[config.mk]
export PLATFORM = sky130hd
export DESIGN_NAME = sha256_stream_hasher_core_flat
export DESIGN_NICKNAME = d
export VERILOG_FILES = /design/src/rtl/s256h_pkg.sv /design/src/rtl/s256h_stream_if.sv /design/src/rtl/s256h_ctrl.sv /design/src/rtl/s256h_datapath.sv /design/src/rtl/sha256_stream_hasher_core.sv /design/src/flat_wrapper.sv
export SDC_FILE = /design/constraint.sdc
export NUM_CORES = 2
export LEC_CHECK = 0
export BUFFER_PORTS_ARGS = -buffer_cell sky130_fd_sc_hd__buf_2
export CORE_AREA = 2 2 394 396
export DETAILED_ROUTE_END_ITERATION = 8
export DIE_AREA = 0 0 396 398
export PLACE_DENSITY = 0.69
export SLEW_MARGIN = 20
export SYNTH_ARGS = -nofsm -noshare
export SYNTH_HDL_FRONTEND = slang
export SYNTH_SLANG_ARGS = --single-unit
[constraint.sdc]
create_clock -name clk -period 22.3 [get_ports clk]
set_input_delay 2.23 -clock clk [delete_from_list [all_inputs] [get_ports clk]]
set_output_delay 2.23 -clock clk [all_outputs]
set_load 0.01 [all_outputs]
[src/rtl/s256h_pkg.sv]
// s256h_pkg: shared types, constants and round functions of the sha-256 stream hasher
package s256h_pkg;

	localparam int unsigned WORD_W   = 32;
	localparam int unsigned BYTE_W   = 8;
	localparam int unsigned NUM_H    = 8;
	localparam int unsigned NUM_W    = 16;
	localparam int unsigned ROUND_W  = 6;
	localparam int unsigned IDX_W    = 3;
	localparam int unsigned COUNT_W  = 64;

	localparam logic [BYTE_W-1:0] PAD_MARK = 8'h80;
	localparam logic [ROUND_W-1:0] LAST_ROUND = 6'd63;
	localparam logic [IDX_W-1:0] LAST_IDX = 3'd7;

	typedef logic [WORD_W-1:0] word_t;
	typedef logic [3:0][BYTE_W-1:0] word_bytes_t;

	localparam word_t IV [NUM_H] = '{
		32'h6a09e667, 32'hbb67ae85, 32'h3c6ef372, 32'ha54ff53a,
		32'h510e527f, 32'h9b05688c, 32'h1f83d9ab, 32'h5be0cd19
	};

	localparam word_t K_TABLE [64] = '{
		32'h428a2f98, 32'h71374491, 32'hb5c0fbcf, 32'he9b5dba5,
		32'h3956c25b, 32'h59f111f1, 32'h923f82a4, 32'hab1c5ed5,
		32'hd807aa98, 32'h12835b01, 32'h243185be, 32'h550c7dc3,
		32'h72be5d74, 32'h80deb1fe, 32'h9bdc06a7, 32'hc19bf174,
		32'he49b69c1, 32'hefbe4786, 32'h0fc19dc6, 32'h240ca1cc,
		32'h2de92c6f, 32'h4a7484aa, 32'h5cb0a9dc, 32'h76f988da,
		32'h983e5152, 32'ha831c66d, 32'hb00327c8, 32'hbf597fc7,
		32'hc6e00bf3, 32'hd5a79147, 32'h06ca6351, 32'h14292967,
		32'h27b70a85, 32'h2e1b2138, 32'h4d2c6dfc, 32'h53380d13,
		32'h650a7354, 32'h766a0abb, 32'h81c2c92e, 32'h92722c85,
		32'ha2bfe8a1, 32'ha81a664b, 32'hc24b8b70, 32'hc76c51a3,
		32'hd192e819, 32'hd6990624, 32'hf40e3585, 32'h106aa070,
		32'h19a4c116, 32'h1e376c08, 32'h2748774c, 32'h34b0bcb5,
		32'h391c0cb3, 32'h4ed8aa4a, 32'h5b9cca4f, 32'h682e6ff3,
		32'h748f82ee, 32'h78a5636f, 32'h84c87814, 32'h8cc70208,
		32'h90befffa, 32'ha4506ceb, 32'hbef9a3f7, 32'hc67178f2
	};

	typedef enum logic [2:0] {
		ST_IDLE,
		ST_PAD,
		ST_PAD_LEN,
		ST_ROUND,
		ST_UPDATE,
		ST_OUT
	} state_t;

	typedef enum logic [1:0] {
		POST_IDLE,
		POST_PAD,
		POST_PAD_LEN,
		POST_OUT
	} post_t;

	typedef struct packed {
		logic               write_byte;
		logic               start;
		logic               pad_first;
		logic               pad_len;
		logic               round;
		logic [ROUND_W-1:0] round_idx;
		logic               update;
		logic               finish;
		logic [IDX_W-1:0]   word_sel;
	} dp_cmd_t;

	typedef struct packed {
		logic last_slot;
		logic pad_long;
	} dp_stat_t;

	function automatic word_t ror(input word_t x, input int unsigned n);
		ror = (x >> n) | (x << (WORD_W - n));
	endfunction

	function automatic word_t big_s0(input word_t x);
		big_s0 = ror(x, 2) ^ ror(x, 13) ^ ror(x, 22);
	endfunction

	function automatic word_t big_s1(input word_t x);
		big_s1 = ror(x, 6) ^ ror(x, 11) ^ ror(x, 25);
	endfunction

	function automatic word_t small_s0(input word_t x);
		small_s0 = ror(x, 7) ^ ror(x, 18) ^ (x >> 3);
	endfunction

	function automatic word_t small_s1(input word_t x);
		small_s1 = ror(x, 17) ^ ror(x, 19) ^ (x >> 10);
	endfunction

endpackage

[src/rtl/s256h_stream_if.sv]
// s256h_stream_if: message byte and digest word channel interfaces
interface s256h_msg_if import s256h_pkg::*; ();
	logic              valid;
	logic              ready;
	logic [BYTE_W-1:0] data_byte;
	logic              has_byte;
	logic              end_of_message;

	modport source (output valid, output data_byte, output has_byte,
		output end_of_message, input ready);
	modport sink (input valid, input data_byte, input has_byte,
		input end_of_message, output ready);
endinterface

interface s256h_digest_if import s256h_pkg::*; ();
	logic             valid;
	logic             ready;
	word_t            digest_word;
	logic [IDX_W-1:0] word_index;
	logic             last_word;

	modport source (output valid, output digest_word, output word_index,
		output last_word, input ready);
	modport sink (input valid, input digest_word, input word_index,
		input last_word, output ready);
endinterface

[src/rtl/s256h_ctrl.sv]
// s256h_ctrl: sequencing state machine for loading, padding, rounds and digest output
module s256h_ctrl import s256h_pkg::*; (
	input  logic             clk,
	input  logic             arst_n,
	input  logic             in_valid,
	input  logic             in_has_byte,
	input  logic             in_eom,
	output logic             in_ready,
	output logic             out_valid,
	input  logic             out_ready,
	output logic [IDX_W-1:0] word_idx,
	output dp_cmd_t          cmd,
	input  dp_stat_t         stat
);

	state_t             state_q, state_nxt;
	post_t              after_q, after_nxt;
	logic [ROUND_W-1:0] round_q, round_nxt;
	logic [IDX_W-1:0]   word_q, word_nxt;

	always_ff @(posedge clk or negedge arst_n) begin
		if (!arst_n) begin
			state_q <= ST_IDLE;
			after_q <= POST_IDLE;
			round_q <= '0;
			word_q  <= '0;
		end else begin
			state_q <= state_nxt;
			after_q <= after_nxt;
			round_q <= round_nxt;
			word_q  <= word_nxt;
		end
	end

	always_comb begin
		state_nxt = state_q;
		after_nxt = after_q;
		round_nxt = round_q;
		word_nxt  = word_q;
		in_ready  = 1'b0;
		out_valid = 1'b0;
		cmd       = '0;
		cmd.round_idx = round_q;
		cmd.word_sel  = word_q;
		unique case (state_q)
			ST_IDLE: begin
				in_ready = 1'b1;
				if (in_valid) begin
					if (in_has_byte) begin
						cmd.write_byte = 1'b1;
					end
					if (in_has_byte && stat.last_slot) begin
						// block full: compress, then pad if the message ends here
						cmd.start = 1'b1;
						after_nxt = in_eom ? POST_PAD : POST_IDLE;
						state_nxt = ST_ROUND;
					end else if (in_eom) begin
						state_nxt = ST_PAD;
					end
				end
			end
			ST_PAD: begin
				cmd.pad_first = 1'b1;
				cmd.start     = 1'b1;
				after_nxt     = stat.pad_long ? POST_PAD_LEN : POST_OUT;
				state_nxt     = ST_ROUND;
			end
			ST_PAD_LEN: begin
				cmd.pad_len = 1'b1;
				cmd.start   = 1'b1;
				after_nxt   = POST_OUT;
				state_nxt   = ST_ROUND;
			end
			ST_ROUND: begin
				cmd.round = 1'b1;
				round_nxt = round_q + 1'b1;
				if (round_q == LAST_ROUND) begin
					state_nxt = ST_UPDATE;
				end
			end
			ST_UPDATE: begin
				cmd.update = 1'b1;
				unique case (after_q)
					POST_IDLE:    state_nxt = ST_IDLE;
					POST_PAD:     state_nxt = ST_PAD;
					POST_PAD_LEN: state_nxt = ST_PAD_LEN;
					POST_OUT:     state_nxt = ST_OUT;
				endcase
			end
			ST_OUT: begin
				out_valid = 1'b1;
				if (out_ready) begin
					word_nxt = word_q + 1'b1;
					if (word_q == LAST_IDX) begin
						cmd.finish = 1'b1;
						state_nxt  = ST_IDLE;
					end
				end
			end
			default: begin
				state_nxt = ST_IDLE;
			end
		endcase
	end

	assign word_idx = word_q;

`ifndef SYNTHESIS
	a_round_start: assert property (@(posedge clk) disable iff (!arst_n)
		(state_q == ST_ROUND && $past(state_q) != ST_ROUND) |-> round_q == '0)
		else $error("compression entered with round counter not at zero");
	a_last_word_done: assert property (@(posedge clk) disable iff (!arst_n)
		(out_valid && out_ready && word_q == LAST_IDX) |=> (state_q == ST_IDLE && word_q == '0))
		else $error("digest not closed after final word transaction");
	a_len_block: assert property (@(posedge clk) disable iff (!arst_n)
		(state_q == ST_UPDATE && after_q == POST_PAD_LEN) |=> state_q == ST_PAD_LEN)
		else $error("length block skipped after long padding");
`endif

endmodule

[src/rtl/s256h_datapath.sv]
// s256h_datapath: message window, round registers, chaining words and byte count
module s256h_datapath import s256h_pkg::*; (
	input  logic              clk,
	input  logic              arst_n,
	input  dp_cmd_t           cmd,
	input  logic [BYTE_W-1:0] data_byte,
	output dp_stat_t          stat,
	output word_t             digest_word
);

	word_t                h_q [NUM_H];
	logic [COUNT_W-1:0]   cnt_q;
	word_bytes_t          w_q [NUM_W];
	word_t                v_q [NUM_H];

	word_bytes_t          w_pad [NUM_W];
	logic [COUNT_W-1:0]   len_bits;
	logic [5:0]           pos;
	word_t                w_new, t1, a_new, e_new, ch, maj;

	assign pos      = cnt_q[5:0];
	assign len_bits = {cnt_q[COUNT_W-4:0], 3'b000};

	assign stat.last_slot = (pos == 6'd63);
	assign stat.pad_long  = (pos[5:3] == 3'b111);

	// padding image of the block window
	always_comb begin
		logic [5:0] bp;
		for (int j = 0; j < NUM_W; j++) begin
			for (int k = 0; k < 4; k++) begin
				bp = 6'(4 * j + k);
				if (cmd.pad_len || bp > pos) begin
					w_pad[j][3-k] = '0;
				end else if (bp == pos) begin
					w_pad[j][3-k] = PAD_MARK;
				end else begin
					w_pad[j][3-k] = w_q[j][3-k];
				end
			end
		end
		if (cmd.pad_len || !stat.pad_long) begin
			w_pad[NUM_W-2] = len_bits[63:32];
			w_pad[NUM_W-1] = len_bits[31:0];
		end
	end

	always_comb begin
		ch    = (v_q[4] & v_q[5]) ^ (~v_q[4] & v_q[6]);
		maj   = (v_q[0] & v_q[1]) ^ (v_q[0] & v_q[2]) ^ (v_q[1] & v_q[2]);
		t1    = v_q[7] + big_s1(v_q[4]) + ch + K_TABLE[cmd.round_idx] + w_q[0];
		a_new = t1 + big_s0(v_q[0]) + maj;
		e_new = v_q[3] + t1;
		w_new = small_s1(w_q[14]) + w_q[9] + small_s0(w_q[1]) + w_q[0];
	end

	always_ff @(posedge clk or negedge arst_n) begin
		if (!arst_n) begin
			h_q   <= IV;
			cnt_q <= '0;
		end else begin
			if (cmd.finish) begin
				h_q   <= IV;
				cnt_q <= '0;
			end else begin
				if (cmd.update) begin
					for (int i = 0; i < NUM_H; i++) begin
						h_q[i] <= h_q[i] + v_q[i];
					end
				end
				if (cmd.write_byte) begin
					cnt_q <= cnt_q + 1'b1;
				end
			end
		end
	end

	always_ff @(posedge clk) begin
		if (cmd.round) begin
			for (int j = 0; j < NUM_W - 1; j++) begin
				w_q[j] <= w_q[j+1];
			end
			w_q[NUM_W-1] <= w_new;
		end else if (cmd.pad_first || cmd.pad_len) begin
			w_q <= w_pad;
		end else if (cmd.write_byte) begin
			w_q[pos[5:2]][2'd3 - pos[1:0]] <= data_byte;
		end
	end

	always_ff @(posedge clk) begin
		if (cmd.start) begin
			v_q <= h_q;
		end else if (cmd.round) begin
			v_q[0] <= a_new;
			v_q[1] <= v_q[0];
			v_q[2] <= v_q[1];
			v_q[3] <= v_q[2];
			v_q[4] <= e_new;
			v_q[5] <= v_q[4];
			v_q[6] <= v_q[5];
			v_q[7] <= v_q[6];
		end
	end

	assign digest_word = h_q[cmd.word_sel];

`ifndef SYNTHESIS
	a_finish_clears: assert property (@(posedge clk) disable iff (!arst_n)
		cmd.finish |=> (cnt_q == '0 && h_q[0] == IV[0] && h_q[NUM_H-1] == IV[NUM_H-1]))
		else $error("chaining words or byte count not restored after digest");
`endif

endmodule

[src/rtl/sha256_stream_hasher_core.sv]
// sha256_stream_hasher_core: top level of the sha-256 byte stream hasher
//
//  channel  dir  payload                                   transaction
//  msg      in   data_byte[7:0], has_byte, end_of_message  valid && ready
//  digest   out  digest_word[31:0], word_index[2:0],       valid && ready
//                last_word
//
// a byte item is accepted while the core is idle; the byte that fills a 64-byte block
// starts a compression (64 rounds of the single round unit plus the chaining update)
// end of message: a padded block is compressed, and a second (length) block too when the
// last block holds 56 or more bytes, then eight digest transactions
// reset loads the initial hash values and clears the byte count
// msg is held off during compression, padding and output; a stalled digest word holds
module sha256_stream_hasher_core import s256h_pkg::*; (
	input logic              clk,
	input logic              arst_n,
	s256h_msg_if.sink        msg,
	s256h_digest_if.source   digest
);

	dp_cmd_t          cmd;
	dp_stat_t         stat;
	logic [IDX_W-1:0] word_idx;

	s256h_ctrl u_ctrl (
		.clk         (clk),
		.arst_n      (arst_n),
		.in_valid    (msg.valid),
		.in_has_byte (msg.has_byte),
		.in_eom      (msg.end_of_message),
		.in_ready    (msg.ready),
		.out_valid   (digest.valid),
		.out_ready   (digest.ready),
		.word_idx    (word_idx),
		.cmd         (cmd),
		.stat        (stat)
	);

	s256h_datapath u_datapath (
		.clk         (clk),
		.arst_n      (arst_n),
		.cmd         (cmd),
		.data_byte   (msg.data_byte),
		.stat        (stat),
		.digest_word (digest.digest_word)
	);

	assign digest.word_index = word_idx;
	assign digest.last_word  = (word_idx == LAST_IDX);

endmodule
[src/flat_wrapper.sv]
// flat-port wrapper written by rule: the top's interface ports become plain ports
module sha256_stream_hasher_core_flat import s256h_pkg::*;
  (clk, arst_n, msg_valid, msg_data_byte, msg_has_byte, msg_end_of_message, msg_ready, digest_valid, digest_digest_word, digest_word_index, digest_last_word, digest_ready);
  s256h_msg_if msg_i ();
  s256h_digest_if digest_i ();
  input logic clk;
  input logic arst_n;
  input wire logic [$bits(msg_i.valid)-1:0] msg_valid;
  input wire logic [$bits(msg_i.data_byte)-1:0] msg_data_byte;
  input wire logic [$bits(msg_i.has_byte)-1:0] msg_has_byte;
  input wire logic [$bits(msg_i.end_of_message)-1:0] msg_end_of_message;
  output wire logic [$bits(msg_i.ready)-1:0] msg_ready;
  output wire logic [$bits(digest_i.valid)-1:0] digest_valid;
  output wire logic [$bits(digest_i.digest_word)-1:0] digest_digest_word;
  output wire logic [$bits(digest_i.word_index)-1:0] digest_word_index;
  output wire logic [$bits(digest_i.last_word)-1:0] digest_last_word;
  input wire logic [$bits(digest_i.ready)-1:0] digest_ready;
  assign msg_i.valid = msg_valid;
  assign msg_i.data_byte = msg_data_byte;
  assign msg_i.has_byte = msg_has_byte;
  assign msg_i.end_of_message = msg_end_of_message;
  assign msg_ready = msg_i.ready;
  assign digest_valid = digest_i.valid;
  assign digest_digest_word = digest_i.digest_word;
  assign digest_word_index = digest_i.word_index;
  assign digest_last_word = digest_i.last_word;
  assign digest_i.ready = digest_ready;
  sha256_stream_hasher_core u_core (.clk(clk), .arst_n(arst_n), .msg(msg_i), .digest(digest_i));
endmodule
### After elaboration in Yosys (flattened, before gate mapping)

Memories as Yosys holds them, arrays and structs flattened.
Index checks and enable logic that the tools add are counted.

* output and inout bits: 38
* memories: 1
* bits in registers: 1102
* word-level logic and storage cells: 674
* bits of input ports: 14
* ROM bits: 2048

Memories
* (no name shown): words 64, bits a word 32, read ports 1, clocked after Yosys merged registers in 0, write ports 0, line s256h_datapath.sv:51 `t1 = v_q[7] + big_s1(v_q[4]) + ch + K_TABLE[cmd.round_idx] + w_q[0];`

* eq/ne operators: 145
* mux-type cells: 175
* reduce and logical (&&, ||, !) cells: 146
* add/sub/neg operators: 22
* magnitude comparators: 70
* bitwise operators: 30

Operator list (count)
* $mux W512: 3
* $mux W8: 129
* $mux W256: 4
* $add A32 B32 Y32: 18
* $bwmux W512: 1
* $xor A32 B32 Y32: 9
* $ne A4 B3 Y1 const B: 56
* $eq A6 B6 Y1 const A: 32
* $gt A6 B6 Y1 const A: 32
* $mux W64: 3
* $and A32 B32 Y32: 5
* $mux W32: 5
* $reduce_and A2 Y1: 65
* $demux W32 S4: 1
* $bmux W32 S3: 1
* $eq A5 B6 Y1 const A: 16
* $gt A5 B6 Y1 const A: 16
* $logic_or A1 B1 Y1: 66
* $add A64 B1 Y64 const B: 1
* $eq A4 B6 Y1 const A: 8
* $gt A4 B6 Y1 const A: 8
* $ne A5 B4 Y1 const B: 8
* $not A32 Y32: 1
* $or A10 B32 Y32: 1
* 55 further kinds: 99

### Logic depth before layout (Yosys ltp)

* word-level depth: 11
* mapped depth: 37
* mapped depth without buffers: 37

### By module

From an unflattened synthesis, not the netlist that was laid out.

* cells, all modules: 7895
* area total of the unflattened synthesis: 77192.8 um2

Modules (own cells, without submodules)
* s256h_datapath: area an instance 76296.9 um2, instances 1, cells each 7818
* s256h_ctrl: area an instance 889.6 um2, instances 1, cells each 76
* sha256_stream_hasher_core: area an instance 6.3 um2, instances 1, cells each 1

### Worst setup path after synthesis

OpenSTA, ideal clock, no wires.

* kind: input to register
* from: input port msg_valid
* to: register u_core.u_datapath.v_q[0] (netlist bit) (enable)
* data required time: 20.324 ns
* stages on the path: 4
* path buffers: 0
* slack: 13.604 ns
* arrival time: 6.720 ns
* cell sequence: nand3_1 -> nor2_2 -> nand2_1 -> nand2_1

* word-level cells in the longest chain between the ends: 3

Ends and longest elaborated chain
* start: declaration: line flat_wrapper.sv:8 `input wire logic [$bits(msg_i.valid)-1:0] msg_valid;`
* $mux W2: line s256h_ctrl.sv:48 `if (in_valid) begin`
* $pmux W1 S2: line s256h_ctrl.sv:45 `unique case (state_q)`
* $reduce_bool A2 Y1 (no line)
* end signal: assignment: line s256h_datapath.sv:93 `v_q <= h_q;`
* end: declaration: line s256h_datapath.sv:14 `word_t v_q [NUM_H];`

Every way passes these cells.
A chain may end at the register's enable or synchronous reset.

### Final worst setup path

* from: register u_core.u_ctrl.round_q[1]
* to: register u_core.u_datapath.v_q[255] (netlist bit) (data pin)

* word-level cells in the longest chain between the ends: 10

Ends and longest elaborated chain
* start: declaration: line s256h_ctrl.sv:18 `logic [ROUND_W-1:0] round_q, round_nxt;`
* start signal: assignment: line s256h_ctrl.sv:30 `round_q <= round_nxt;`
* $not A6 Y7 (not written as such): line s256h_datapath.sv:51
* $mem_v2 Z64 W32
* $mux W32 (not written as such) (2 in series): line s256h_datapath.sv:51
* $add A32 B32 Y32 (2 in series): line s256h_datapath.sv:51
* $add A32 B32 Y32 (2 in series): line s256h_datapath.sv:52 `a_new = t1 + big_s0(v_q[0]) + maj;`
* $mux W256: line s256h_datapath.sv:94 `end else if (cmd.round) begin`
* $mux W256: line s256h_datapath.sv:92 `if (cmd.start) begin`

Every way passes these cells. The select of a mux whose other input is x is not followed.

==> results.yml <==
sta:
  max_slew_margin_pct: 17.70
  finalHoldViolations: 0
  rsz0062_at_grt: "false"
  final-setup-viol-count: 0
  fin_crit_ns: 10.65
  clock_skew_ns: 0.08064
  fin_tns_setup_ns: 0
  hold_slack_ns: 0.5019
  fmax_mhz: 93.91
  drv_slew: 0
  period_share_pct: 47.75
  worstMarginPinSlew_ns: 1.234
cells_and_area:
  drive_above_1_share_pct: 7.893
  fin_util_pct: 53.94
  area_delta_synth_final_pct: 8.213
  layout.cells.most_common_list: "nand2_1, o21ai_0, edfxtp_1"
  finalNonFillerCells: 10191
  nets: 8649
  final_common_cell: "nand2_1"
  nFillCells: 13677
placed_design:
  dp_hpwl_mm: 195.3
  post-place-cells: 9952
  gp_congestion: 1.048
  portBuffers: 51
clock_tree:
  postCtsHoldBufs: 0
  cts_resized: 0
  cts_sinks: 1099
  cts-root-buf: "clkbuf_16"
  h-tree-depth: 4
  cts_tree: "done"
  numCtsBuffers: 132
  cts_buffer_depth: 3
  worstSkewPairLatency_ns: 0.83
  path_clk_slew_ns: 0.08
  cts_setup_buffers: 0
floorplan:
  pin_count: 52
  rows: 144
  die_h_um: 398
  die-area_um2: 157600
  fp.dieW_um: 396
  coreArea_um2: 153300
  start_util_pct: 49.85
yosys:
  mappedNetlistArea_um2: 76430
  synth_area_leaders: "edfxtp_1, nand2_1, ha_1, dfrtp_1, o21ai_0"
  synth-edff-count: 768
  synth-async-reset-ratio_pct: 30.12
  synthCells: 8241
  yosys.area.top_type_share_pct: 30.17
  synth_compound_area_share_pct: 17.76
  avgSynthCellArea_um2: 9.274
  synth_top_area_cell: "edfxtp_1"
  synth-adder-area-share_pct: 11.66
  syn_nets: 8848
  yosys.area_share.simple_pct: 14.55
  synth-main-ff-cell: "edfxtp_1"
  yosysWarnings: 0
  synthXorXnorAreaFrac_pct: 7.151
  synth_mux_area_share_pct: 3.299
  ys_ff_latch: 1099
  synth-seq-area-share_pct: 41.24
  ys_types: 97
  synth_top_family_by_area: "compound AO/OA/AOI/OAI gates"
worst_setup_path:
  arrival_ns: 11.16
  worst-r2r-setup-slack_ns: 11.65
  critPathMaxStageDelay_ns: 0.79
  r2r-end: "u_core.u_datapath.v_q[255]$_DFFE_PP_"
  worstSetupEndpointType: "flop"
  worstSetupEndpoint: "u_core.u_datapath.v_q[255]$_DFFE_PP_"
  cp.required_ns: 22.81
  worstSetupStartpointType: "flop"
  critical_path_class: "reg -> reg"
  worst-path-max-fanout: 20
  crit_start: "u_core.u_ctrl.round_q[1]$_DFFE_PN0P_"
  r2r_cells: 34
  rr_startpoint: "u_core.u_ctrl.round_q[1]$_DFFE_PN0P_"
  crit_slowest_cell: "dfrtp_1"
detailed_routing:
  ant_nets: 0
  detail_route.wl_per_cell_um: 26.60
  num_vias: 64720
  drt_pass1_iterations: 7
  drt-initial-drc-count: 9065
  drc: 0
  routed_wl_mm: 271.1
  vias_per_cell: 6.351
grt:
  track_usage_pct: 33.77
  grt_pass1_wl_mm: 398.6
  antenna_found_initial: 2
  grt_max_degree: 145
  gr-total-overflow: 0
  grt_pass1_vias: 60421
worst_hold_path:
  hp-class: "reg -> reg"
job:
  cap_violations: 0
outcome:
  run_status: "finished, final reports clean"
[per-layer routing]
layer  track usage (%)  vias to the layer above  share of wire (%)
met4             13.38                        0                4.5
li1                  -                    28743                  -
met1             49.11                    31608                 43
met5                 0                        -                  0
met2             48.65                     3763                 42
met3             7.752                      606                 11
[how the worst min path moves through the flow]
stage,slack (ns),to,startpoint,cells after the start
after floorplan,0.46,u_core.u_datapath.h_q[127]$_DFFE_PN0P_,u_core.u_datapath.h_q[127]$_DFFE_PN0P_,1
after global placement,0.49,u_core.u_ctrl.after_q[1]$_DFFE_PN0P_,u_core.u_ctrl.after_q[1]$_DFFE_PN0P_,2
after detailed placement,0.49,u_core.u_ctrl.after_q[1]$_DFFE_PN0P_,u_core.u_ctrl.after_q[1]$_DFFE_PN0P_,2
after CTS,0.50,u_core.u_datapath.w_q[469]$_DFFE_PP_,u_core.u_datapath.w_q[437]$_DFFE_PP_,2
after global routing,0.53,u_core.u_datapath.w_q[435]$_DFFE_PP_,u_core.u_datapath.w_q[403]$_DFFE_PP_,2
final,0.50,u_core.u_datapath.w_q[435]$_DFFE_PP_,u_core.u_datapath.w_q[403]$_DFFE_PP_,2
[worst max-delay path, delay by kind of cell (launching register included)]
kind | cells | cell delay (ns)
DFF | 1 | 0.79
AOI/OAI and AO/OA | 17 | 4.38
and+or+nand+nor | 5 | 1.47
buffers and inverters | 3 | 0.51
xor gates and xnor gates | 3 | 0.44
muxes | 1 | 0.54
adders and majority gates | 5 | 2.20
[cells by family (layout without fill, tap and decap cells)]
kind of cell | Yosys count | after routing
and+or+nand+nor | 2609 | 2609
muxes | 155 | 155
buffers and inverters | 880 | 785
AOI/OAI and AO/OA | 2278 | 2278
other | 0 | 1
DFF | 1099 | 1099
xor gates and xnor gates | 624 | 624
adders and majority gates | 596 | 596
[area by class of cell]
class	count	area, um^2	share of cell area (%)
antenna	1	2.502	0.003026
clock buffer	171	3540	4.280
clock inverter	67	814.5	0.9849
inverter	402	1509	1.824
multi-input combinational	6262	41770	50.50
sequential	1099	31530	38.12
tap	2044	2557	3.092
timing repair buffer	145	983.4	1.189
[cell usage after synthesis, types with 30 or more instances]
library cell / n
a31oi_1: 96
nand2_1: 1486
a221oi_1: 48
or3_1: 30
o211ai_1: 44
and2_1: 42
nand3_1: 165
o21ai_1: 87
mux4_2: 73
o21bai_1: 35
a21oi_1: 583
o31ai_1: 41
edfxtp_1: 768
clkbuf_1: 429
nand4_1: 45
nor3_1: 114
mux2i_1: 37
a21o_1: 190
xor2_1: 246
nor2_1: 493
ha_1: 398
mux2_2: 44
buf_1: 44
dfstp_2: 136
nand2b_1: 72
fa_1: 195
xnor2_1: 378
o21a_1: 66
a211oi_1: 48
inv_1: 398
nor2b_1: 49
o21ai_0: 821
dfrtp_1: 195
and3_1: 35
[registers in the layout, summed over array words and instances (netlist names)]
name,cells
u_core.u_datapath.cnt_q,61
u_core.u_ctrl.state_q,3
u_core.u_datapath.w_q,512
u_core.u_datapath.h_q,256
u_core.u_ctrl.word_idx,3
u_core.u_ctrl.after_q,2
u_core.u_ctrl.round_q,6
u_core.u_datapath.v_q,256
[stage by stage]
| stage | area (um^2) | setup WS, ns |
|---|---|---|
| detailed placement | 78340 | 11.95 |
| finish | 82710 | 11.65 |
| CTS | 82690 | 11.90 |
| floorplan | 76430 | 13.60 |
| global route | 82700 | 11.09 |
| global placement | 78330 | 12.08 |
Power is not shown: default switching activity piles up to over one toggle a cycle in this logic, so the estimate is an artifact.
